## src/sv/crd_pkg.sv

```systemverilog
// Shared types and constants for the camera row deframer.
`default_nettype none

package crd_pkg;

  localparam int unsigned BYTE_W = 8;
  localparam int unsigned ADDR_W = 10;

  localparam logic [BYTE_W-1:0] START_CHAR = 8'h59;
  localparam logic [BYTE_W-1:0] SEP_CHAR   = 8'h3A;

  typedef enum logic [2:0] {
    ST_HUNT,
    ST_SEP,
    ST_ROWNUM,
    ST_PIXEL,
    ST_FLUSH
  } state_e;

  typedef struct packed {
    logic latch_row;
    logic wr_pixel;
    logic rd_pixel;
  } cmd_t;

  typedef struct packed {
    logic is_start;
    logic is_sep;
    logic wcol_last;
    logic rcol_last;
    logic out_free;
  } sts_t;

endpackage

`default_nettype wire

```

## src/sv/crd_ctrl.sv

```systemverilog
// Framing controller that tracks the row header and sequences the row flush.
`default_nettype none

module crd_ctrl (
  input  wire logic          clk_i,
  input  wire logic          rst_ni,
  input  wire logic          in_valid_i,
  output logic               in_stall_o,
  input  wire crd_pkg::sts_t sts_i,
  output crd_pkg::cmd_t      cmd_o
);

  crd_pkg::state_e state_q;
  crd_pkg::state_e state_d;
  logic            accept;

  assign in_stall_o = (state_q == crd_pkg::ST_FLUSH);
  assign accept     = in_valid_i && !in_stall_o;

  always_comb begin
    state_d = state_q;
    unique case (state_q)
      crd_pkg::ST_HUNT: begin
        if (accept && sts_i.is_start) state_d = crd_pkg::ST_SEP;
      end
      crd_pkg::ST_SEP: begin
        if (accept) state_d = sts_i.is_sep ? crd_pkg::ST_ROWNUM : crd_pkg::ST_HUNT;
      end
      crd_pkg::ST_ROWNUM: begin
        if (accept) state_d = crd_pkg::ST_PIXEL;
      end
      crd_pkg::ST_PIXEL: begin
        if (accept && sts_i.wcol_last) state_d = crd_pkg::ST_FLUSH;
      end
      crd_pkg::ST_FLUSH: begin
        if (sts_i.out_free && sts_i.rcol_last) state_d = crd_pkg::ST_HUNT;
      end
      default: begin
        state_d = crd_pkg::ST_HUNT;
      end
    endcase
  end

  always_comb begin
    cmd_o = '0;
    unique case (state_q)
      crd_pkg::ST_ROWNUM: begin
        cmd_o.latch_row = accept;
      end
      crd_pkg::ST_PIXEL: begin
        cmd_o.wr_pixel = accept;
      end
      crd_pkg::ST_FLUSH: begin
        cmd_o.rd_pixel = sts_i.out_free;
      end
      default: begin
        cmd_o = '0;
      end
    endcase
  end

  always_ff @(posedge clk_i or negedge rst_ni) begin
    if (!rst_ni) begin
      state_q <= crd_pkg::ST_HUNT;
    end else begin
      state_q <= state_d;
    end
  end

endmodule

`default_nettype wire

```

## src/sv/crd_datapath.sv

```systemverilog
// Datapath with the row store, column counters, row base address and output register.
`default_nettype none

module crd_datapath #(
  parameter int unsigned ROW_BYTES = 16,
  parameter int unsigned ROWS      = 64
) (
  input  wire logic                         clk_i,
  input  wire logic                         rst_ni,
  input  wire logic [crd_pkg::BYTE_W-1:0]   rx_byte_i,
  input  wire crd_pkg::cmd_t                cmd_i,
  output crd_pkg::sts_t                     sts_o,
  output logic                              out_valid_o,
  input  wire logic                         out_stall_i,
  output logic [crd_pkg::ADDR_W-1:0]        pixel_address_o,
  output logic [crd_pkg::BYTE_W-1:0]        pixel_byte_o,
  output logic                              row_done_o
);

  localparam int unsigned ColW = (ROW_BYTES > 1) ? $clog2(ROW_BYTES) : 1;
  localparam logic [ColW-1:0] ColLast = ColW'(ROW_BYTES - 1);
  localparam int unsigned ProdW = crd_pkg::BYTE_W + 8;

  logic [crd_pkg::BYTE_W-1:0] row_mem [ROW_BYTES];

  logic [ColW-1:0]            wcol_q;
  logic [ColW-1:0]            wcol_d;
  logic [ColW-1:0]            rcol_q;
  logic [ColW-1:0]            rcol_d;
  logic [crd_pkg::ADDR_W-1:0] base_q;
  logic [crd_pkg::ADDR_W-1:0] base_d;
  logic [ProdW-1:0]           row_prod;
  logic                       out_valid_q;
  logic                       out_valid_d;
  logic [crd_pkg::ADDR_W-1:0] addr_q;
  logic [crd_pkg::BYTE_W-1:0] byte_q;
  logic                       last_q;

  assign sts_o.is_start  = (rx_byte_i == crd_pkg::START_CHAR);
  assign sts_o.is_sep    = (rx_byte_i == crd_pkg::SEP_CHAR);
  assign sts_o.wcol_last = (wcol_q == ColLast);
  assign sts_o.rcol_last = (rcol_q == ColLast);
  assign sts_o.out_free  = !out_valid_q || !out_stall_i;

  // Row numbers past the frame height fold onto the first row.
  assign row_prod = ProdW'(rx_byte_i) * ProdW'(ROW_BYTES);

  always_comb begin
    base_d = base_q;
    if (cmd_i.latch_row) begin
      if (32'(rx_byte_i) >= ROWS) begin
        base_d = '0;
      end else begin
        base_d = row_prod[crd_pkg::ADDR_W-1:0];
      end
    end
  end

  always_comb begin
    wcol_d = wcol_q;
    if (cmd_i.wr_pixel) begin
      wcol_d = sts_o.wcol_last ? '0 : wcol_q + 1'b1;
    end
    rcol_d = rcol_q;
    if (cmd_i.rd_pixel) begin
      rcol_d = sts_o.rcol_last ? '0 : rcol_q + 1'b1;
    end
  end

  always_comb begin
    out_valid_d = out_valid_q;
    if (cmd_i.rd_pixel) begin
      out_valid_d = 1'b1;
    end else if (!out_stall_i) begin
      out_valid_d = 1'b0;
    end
  end

  always_ff @(posedge clk_i or negedge rst_ni) begin
    if (!rst_ni) begin
      wcol_q      <= '0;
      rcol_q      <= '0;
      out_valid_q <= 1'b0;
    end else begin
      wcol_q      <= wcol_d;
      rcol_q      <= rcol_d;
      out_valid_q <= out_valid_d;
    end
  end

  always_ff @(posedge clk_i) begin
    base_q <= base_d;
    if (cmd_i.wr_pixel) begin
      row_mem[wcol_q] <= rx_byte_i;
    end
    if (cmd_i.rd_pixel) begin
      byte_q <= row_mem[rcol_q];
      addr_q <= base_q + crd_pkg::ADDR_W'(rcol_q);
      last_q <= sts_o.rcol_last;
    end
  end

  assign out_valid_o     = out_valid_q;
  assign pixel_address_o = addr_q;
  assign pixel_byte_o    = byte_q;
  assign row_done_o      = last_q;

endmodule

`default_nettype wire

```

## src/sv/camera_row_deframer_top.sv

```systemverilog
// Top level of the camera row deframer.
// The input channel takes one received byte per word. A row frame is the start
// byte 'Y', the separator ':', a row number byte and ROW_BYTES pixel bytes.
// Bytes that do not fit the header are dropped and framing starts over.
// The output channel gives one word per stored pixel byte, in column order, with
// its frame-buffer address (row times ROW_BYTES plus column, ten bits) and a flag
// on the last byte of the row. Row numbers of ROWS or more address row zero.
// The input is not stalled for header or pixel bytes; it stalls only during a flush.
// After the last pixel byte is accepted, the controller enters the flush state and
// the row is read into the output register and leaves at one word per cycle when
// the receiver does not stall. The row store has a single read port, which sets
// that one-word-per-cycle flush rate.
// While the row is flushed, in_stall_o stays high; it drops in the cycle after
// the last word is loaded into the output register, so the next frame may start
// while that word still waits. A receiver stall holds the output word and pauses
// the flush. Reset returns framing to the start-byte search and empties the
// output register; the row store keeps no reset value.
`default_nettype none

module camera_row_deframer_top #(
  parameter int unsigned ROW_BYTES = 16,
  parameter int unsigned ROWS      = 64
) (
  input  wire logic                         clk_i,
  input  wire logic                         rst_ni,
  input  wire logic                         in_valid_i,
  output logic                              in_stall_o,
  input  wire logic [crd_pkg::BYTE_W-1:0]   rx_byte_i,
  output logic                              out_valid_o,
  input  wire logic                         out_stall_i,
  output logic [crd_pkg::ADDR_W-1:0]        pixel_address_o,
  output logic [crd_pkg::BYTE_W-1:0]        pixel_byte_o,
  output logic                              row_done_o
);

  crd_pkg::cmd_t cmd;
  crd_pkg::sts_t sts;

  crd_ctrl u_ctrl (
    .clk_i      (clk_i),
    .rst_ni     (rst_ni),
    .in_valid_i (in_valid_i),
    .in_stall_o (in_stall_o),
    .sts_i      (sts),
    .cmd_o      (cmd)
  );

  crd_datapath #(
    .ROW_BYTES (ROW_BYTES),
    .ROWS      (ROWS)
  ) u_datapath (
    .clk_i           (clk_i),
    .rst_ni          (rst_ni),
    .rx_byte_i       (rx_byte_i),
    .cmd_i           (cmd),
    .sts_o           (sts),
    .out_valid_o     (out_valid_o),
    .out_stall_i     (out_stall_i),
    .pixel_address_o (pixel_address_o),
    .pixel_byte_o    (pixel_byte_o),
    .row_done_o      (row_done_o)
  );

`ifndef SYNTHESIS
  a_flush_starts: assert property (@(posedge clk_i) disable iff (!rst_ni)
    cmd.wr_pixel && sts.wcol_last |=> in_stall_o)
    else $error("flush did not start after the last pixel byte");

  a_flush_ends: assert property (@(posedge clk_i) disable iff (!rst_ni)
    cmd.rd_pixel && sts.rcol_last |=> !in_stall_o && out_valid_o && row_done_o)
    else $error("flush did not end with a row_done word");

  a_no_write_in_flush: assert property (@(posedge clk_i) disable iff (!rst_ni)
    in_stall_o |-> !cmd.wr_pixel && !cmd.latch_row)
    else $error("row store or row number changed during a flush");

  a_read_only_in_flush: assert property (@(posedge clk_i) disable iff (!rst_ni)
    cmd.rd_pixel |-> in_stall_o && (!out_valid_o || !out_stall_i))
    else $error("row store read outside a flush or into a held word");
`endif

endmodule

`default_nettype wire

```

## config.mk

```make
export PLATFORM = sky130hd
export DESIGN_NAME = camera_row_deframer_top
export DESIGN_NICKNAME = d
export VERILOG_FILES = /design/src/sv/crd_pkg.sv /design/src/sv/crd_ctrl.sv /design/src/sv/crd_datapath.sv /design/src/sv/camera_row_deframer_top.sv
export SDC_FILE = /design/constraint.sdc
export NUM_CORES = 1
export LEC_CHECK = 0
export BUFFER_PORTS_ARGS = -buffer_cell sky130_fd_sc_hd__buf_2
export CELL_PAD_IN_SITES_DETAIL_PLACEMENT = 1
export CELL_PAD_IN_SITES_GLOBAL_PLACEMENT = 2
export CORE_UTILIZATION = 51
export CTS_BUF_LIST = sky130_fd_sc_hd__clkbuf_2
export DETAILED_ROUTE_END_ITERATION = 8
export PLACE_DENSITY_LB_ADDON = 0.1
export SYNTH_ARGS = -nofsm -noshare
export SYNTH_HDL_FRONTEND = slang
export SYNTH_SLANG_ARGS = --single-unit
```

## constraint.sdc

```tcl
create_clock -name clk_i -period 4.3 [get_ports clk_i]
set_input_delay 0.645 -clock clk_i [delete_from_list [all_inputs] [get_ports clk_i]]
set_output_delay 0.645 -clock clk_i [all_outputs]
set_load 0.02 [all_outputs]
```

==> flow_summary.toml <==
[outcome]
status = "complete, no violations"

[drt]
drtIter0Drc = 174
first_pass_iters = 6
drc_errors = 0
drt-wirelength-per-cell_microns = 23.08
via_per_inst = 5.780
finalWirelength_microns = 13130
final_antenna_net_count = 0
vias = 3289

[worst_setup_path]
crit_path_end_kind = "flop"
cp_slowest_stage_delay_ns = 1.06
worstSetupStartpointType = "flop"
cp_slowest_cell = "nor3_1"
critical_path_class = "flop to flop"
crit_path_max_fanout = 9
crit_arrival_ns = 2.93
path_cells = "and4b_1 -> nand2_1 -> nor3_1"
required_ns = 4.63

[yosys]
synth.distinct_cells = 39
synth_common_cells = "edfxtp_1, mux2_2, nor2_1"
syn_nets = 370
async_flop_share_pct = 7.273
synth.most_common_cell = "edfxtp_1"
yosysTopAreaCell = "edfxtp_1"
synth_area_sq_um = 6524
yosys_warnings = 0
syn_inst = 353
synth_top_cells_by_area = "edfxtp_1, mux2_2, mux4_2"
ys_seq_area_share_pct = 75.03
synth_edf_count = 153
synth-seq-cells = 165
synth_area_per_cell_sq_um = 18.48
synth_top_cell_area_share_pct = 70.43
synth_ff_type = "edfxtp_1"

[floorplanning]
die-area_sq_um = 13250
initial_core_util_pct = 53.20
die_h_microns = 115.1
coreArea_sq_um = 12260
io_pins = 33
rows = 40
chipWidth_microns = 115.1

[finish]
drive_gt1_share_pct = 29.18
fill_cells = 1108
area_growth_pct = 7.499
layout.nets = 405
diodes = 0

[sta]
finalCritPeriodShare_pct = 60.56
worst_slew_pin_slew_ns = 1.364
fmaxAchievable_ghz = 0.3840
final-hold-violation-count = 0
rsz0062_at_grt = "false"
finalSetupViolations = 0
finalSetupTns_ns = 0
drv_slew = 0
finalCriticalPeriod_ns = 2.604
fin_worst_skew_ns = 0.02411
layout_setup_ws_ns = 1.696
maxSlewHeadroom_pct = 8.354

[flow_run]
drv_cap = 0

[pwr]
ir_worst_vdd_mv = 0.2184
p_per_area_nw_per_um2 = 363.6
power_leakage_nw = 2.277

[hold_path]
hp-class = "primary input to flop"

[cts]
clkSinkCount = 165
post_cts_buffers = 0
cts_root_buffer = "clkbuf_2"
htreeDepth = 4
clock_latency_ns = 0.70
cts_resized = 0
cts_tree = "built"
clkTransAtPathRegs_ns = 0.20
cts_buffer_depth = 2
numCtsBuffers = 17

[placement]
dp_hpwl_microns = 8428
gp_congestion = 0.8078
dp_slack_ns = 1.452
io_buffers = 32

[global_routing]
grt_pass1_vias = 3539
antenna_found_initial = 0
grt_pass1_wl_microns = 20330
grt_remaining_overflow = 0
grt_usage_pct = 22.25
grt_start_max_net_pins = 39
-- layer usage --
metal  GRT usage [%]  wire (microns)  part of all wire (%)
met5               0               0                     0
met4           10.13             321                   2.4
met3           4.428             426                   3.2
met2           35.66            6406                    49
met1           29.76            5977                    46
-- cells by family after synthesis --
family,count (synthesis),synth area share [%]
fa+ha+maj,5,0.9590
simple gates,63,5.140
compound gates,37,3.913
buf+inv,23,2.071
xor+xnor,2,0.2686
flops,165,75.03
mux,58,12.62
-- sequential cells by signal (all words and copies together), names as in the netlist --
signal / cells
u_datapath.row_mem: 128
u_datapath.pixel_address_o: 10
u_datapath.pixel_byte_o: 8
u_datapath.base_q: 6
u_datapath.rcol_q: 4
u_datapath.wcol_q: 4
u_ctrl.state_q: 3
u_datapath.out_valid_o: 1
u_datapath.row_done_o: 1
-- through the flow --
stage	total power, mW	cell area, sq um	util (%)	hold WS (ns)	instances
final	2.550	7013	57.19	0.2413	569
after global routing	2.627	7013	57.19	0.1981	569
after detailed placement	1.820	6790	55.38	0.4056	536
after global placement	1.819	6790	55.38	0.4063	536
after floorplan	1.788	6524	-	0.3494	353
after CTS	2.581	7013	57.19	0.1556	569
-- final timing paths --
| kind | cells after the start | slack, ns | endpoint | from |
|---|---|---|---|---|
| min in group asynchronous | 2 | 0.34 | u_datapath.wcol_q[3] | rst_ni |
| min reg2reg | 0 | 0.46 | u_datapath.pixel_address_o[7] | u_datapath.base_q[7] |
| max in group asynchronous | 2 | 3.68 | u_datapath.rcol_q[0] | rst_ni |
| min | 3 | 0.24 | u_datapath.out_valid_o | out_stall_i |
| max | 3 | 1.70 | u_datapath.row_mem[1][5] | u_ctrl.state_q[0] |
| max reg2reg | 3 | 1.70 | u_datapath.row_mem[1][5] | u_ctrl.state_q[0] |
-- placed cells by master (no fill, tap or decap), drive strengths merged, types with 3 or more instances in the layout --
master / count
ha: 5
nand3: 4
inv: 4
and2: 7
clkbuf: 20
mux2i: 8
nand2b: 4
nor2: 17
nor3: 4
dfrtp: 12
o22ai: 16
edfxtp: 153
o21ai: 4
mux2: 34
o221ai: 8
buf: 34
nand2: 14
mux4: 16
clkinv: 8
a21oi: 3
-- critical path, delay by kind of cell, from the launching register on --
| kind | cells | cell delay [ns] |
|---|---|---|
| flops | 1 | 0.56 |
| simple gates | 3 | 1.68 |
-- power breakdown --
| group | total (mW) | internal, mW | switching (mW) |
|---|---|---|---|
| Combinational | 0.0363 | 0.00648 | 0.0298 |
| Sequential | 1.75 | 1.75 | 0.000120 |
| Clock | 0.765 | 0.262 | 0.503 |
| Total | 2.55 | 2.02 | 0.533 |
-- area by class of cell --
| type | instances | area [sq um] | share of cell area (%) |
|---|---|---|---|
| Inverter | 4 | 15.01 | 0.2141 |
| Timing Repair Buffer | 35 | 185.2 | 2.641 |
| Multi-Input combinational cell | 165 | 1494 | 21.30 |
| Sequential cell | 165 | 4896 | 69.81 |
| Tap cell | 168 | 210.2 | 2.997 |
| Clock buffer | 20 | 100.1 | 1.427 |
| Clock inverter | 12 | 112.6 | 1.606 |
-- what timing repair did --
action,in CTS,in global routing
hold buffers,1,0
setup endpoints to repair,0,0
endpoints found under the hold margin,12,0
Note: power is estimated with default switching activity, not from simulation.
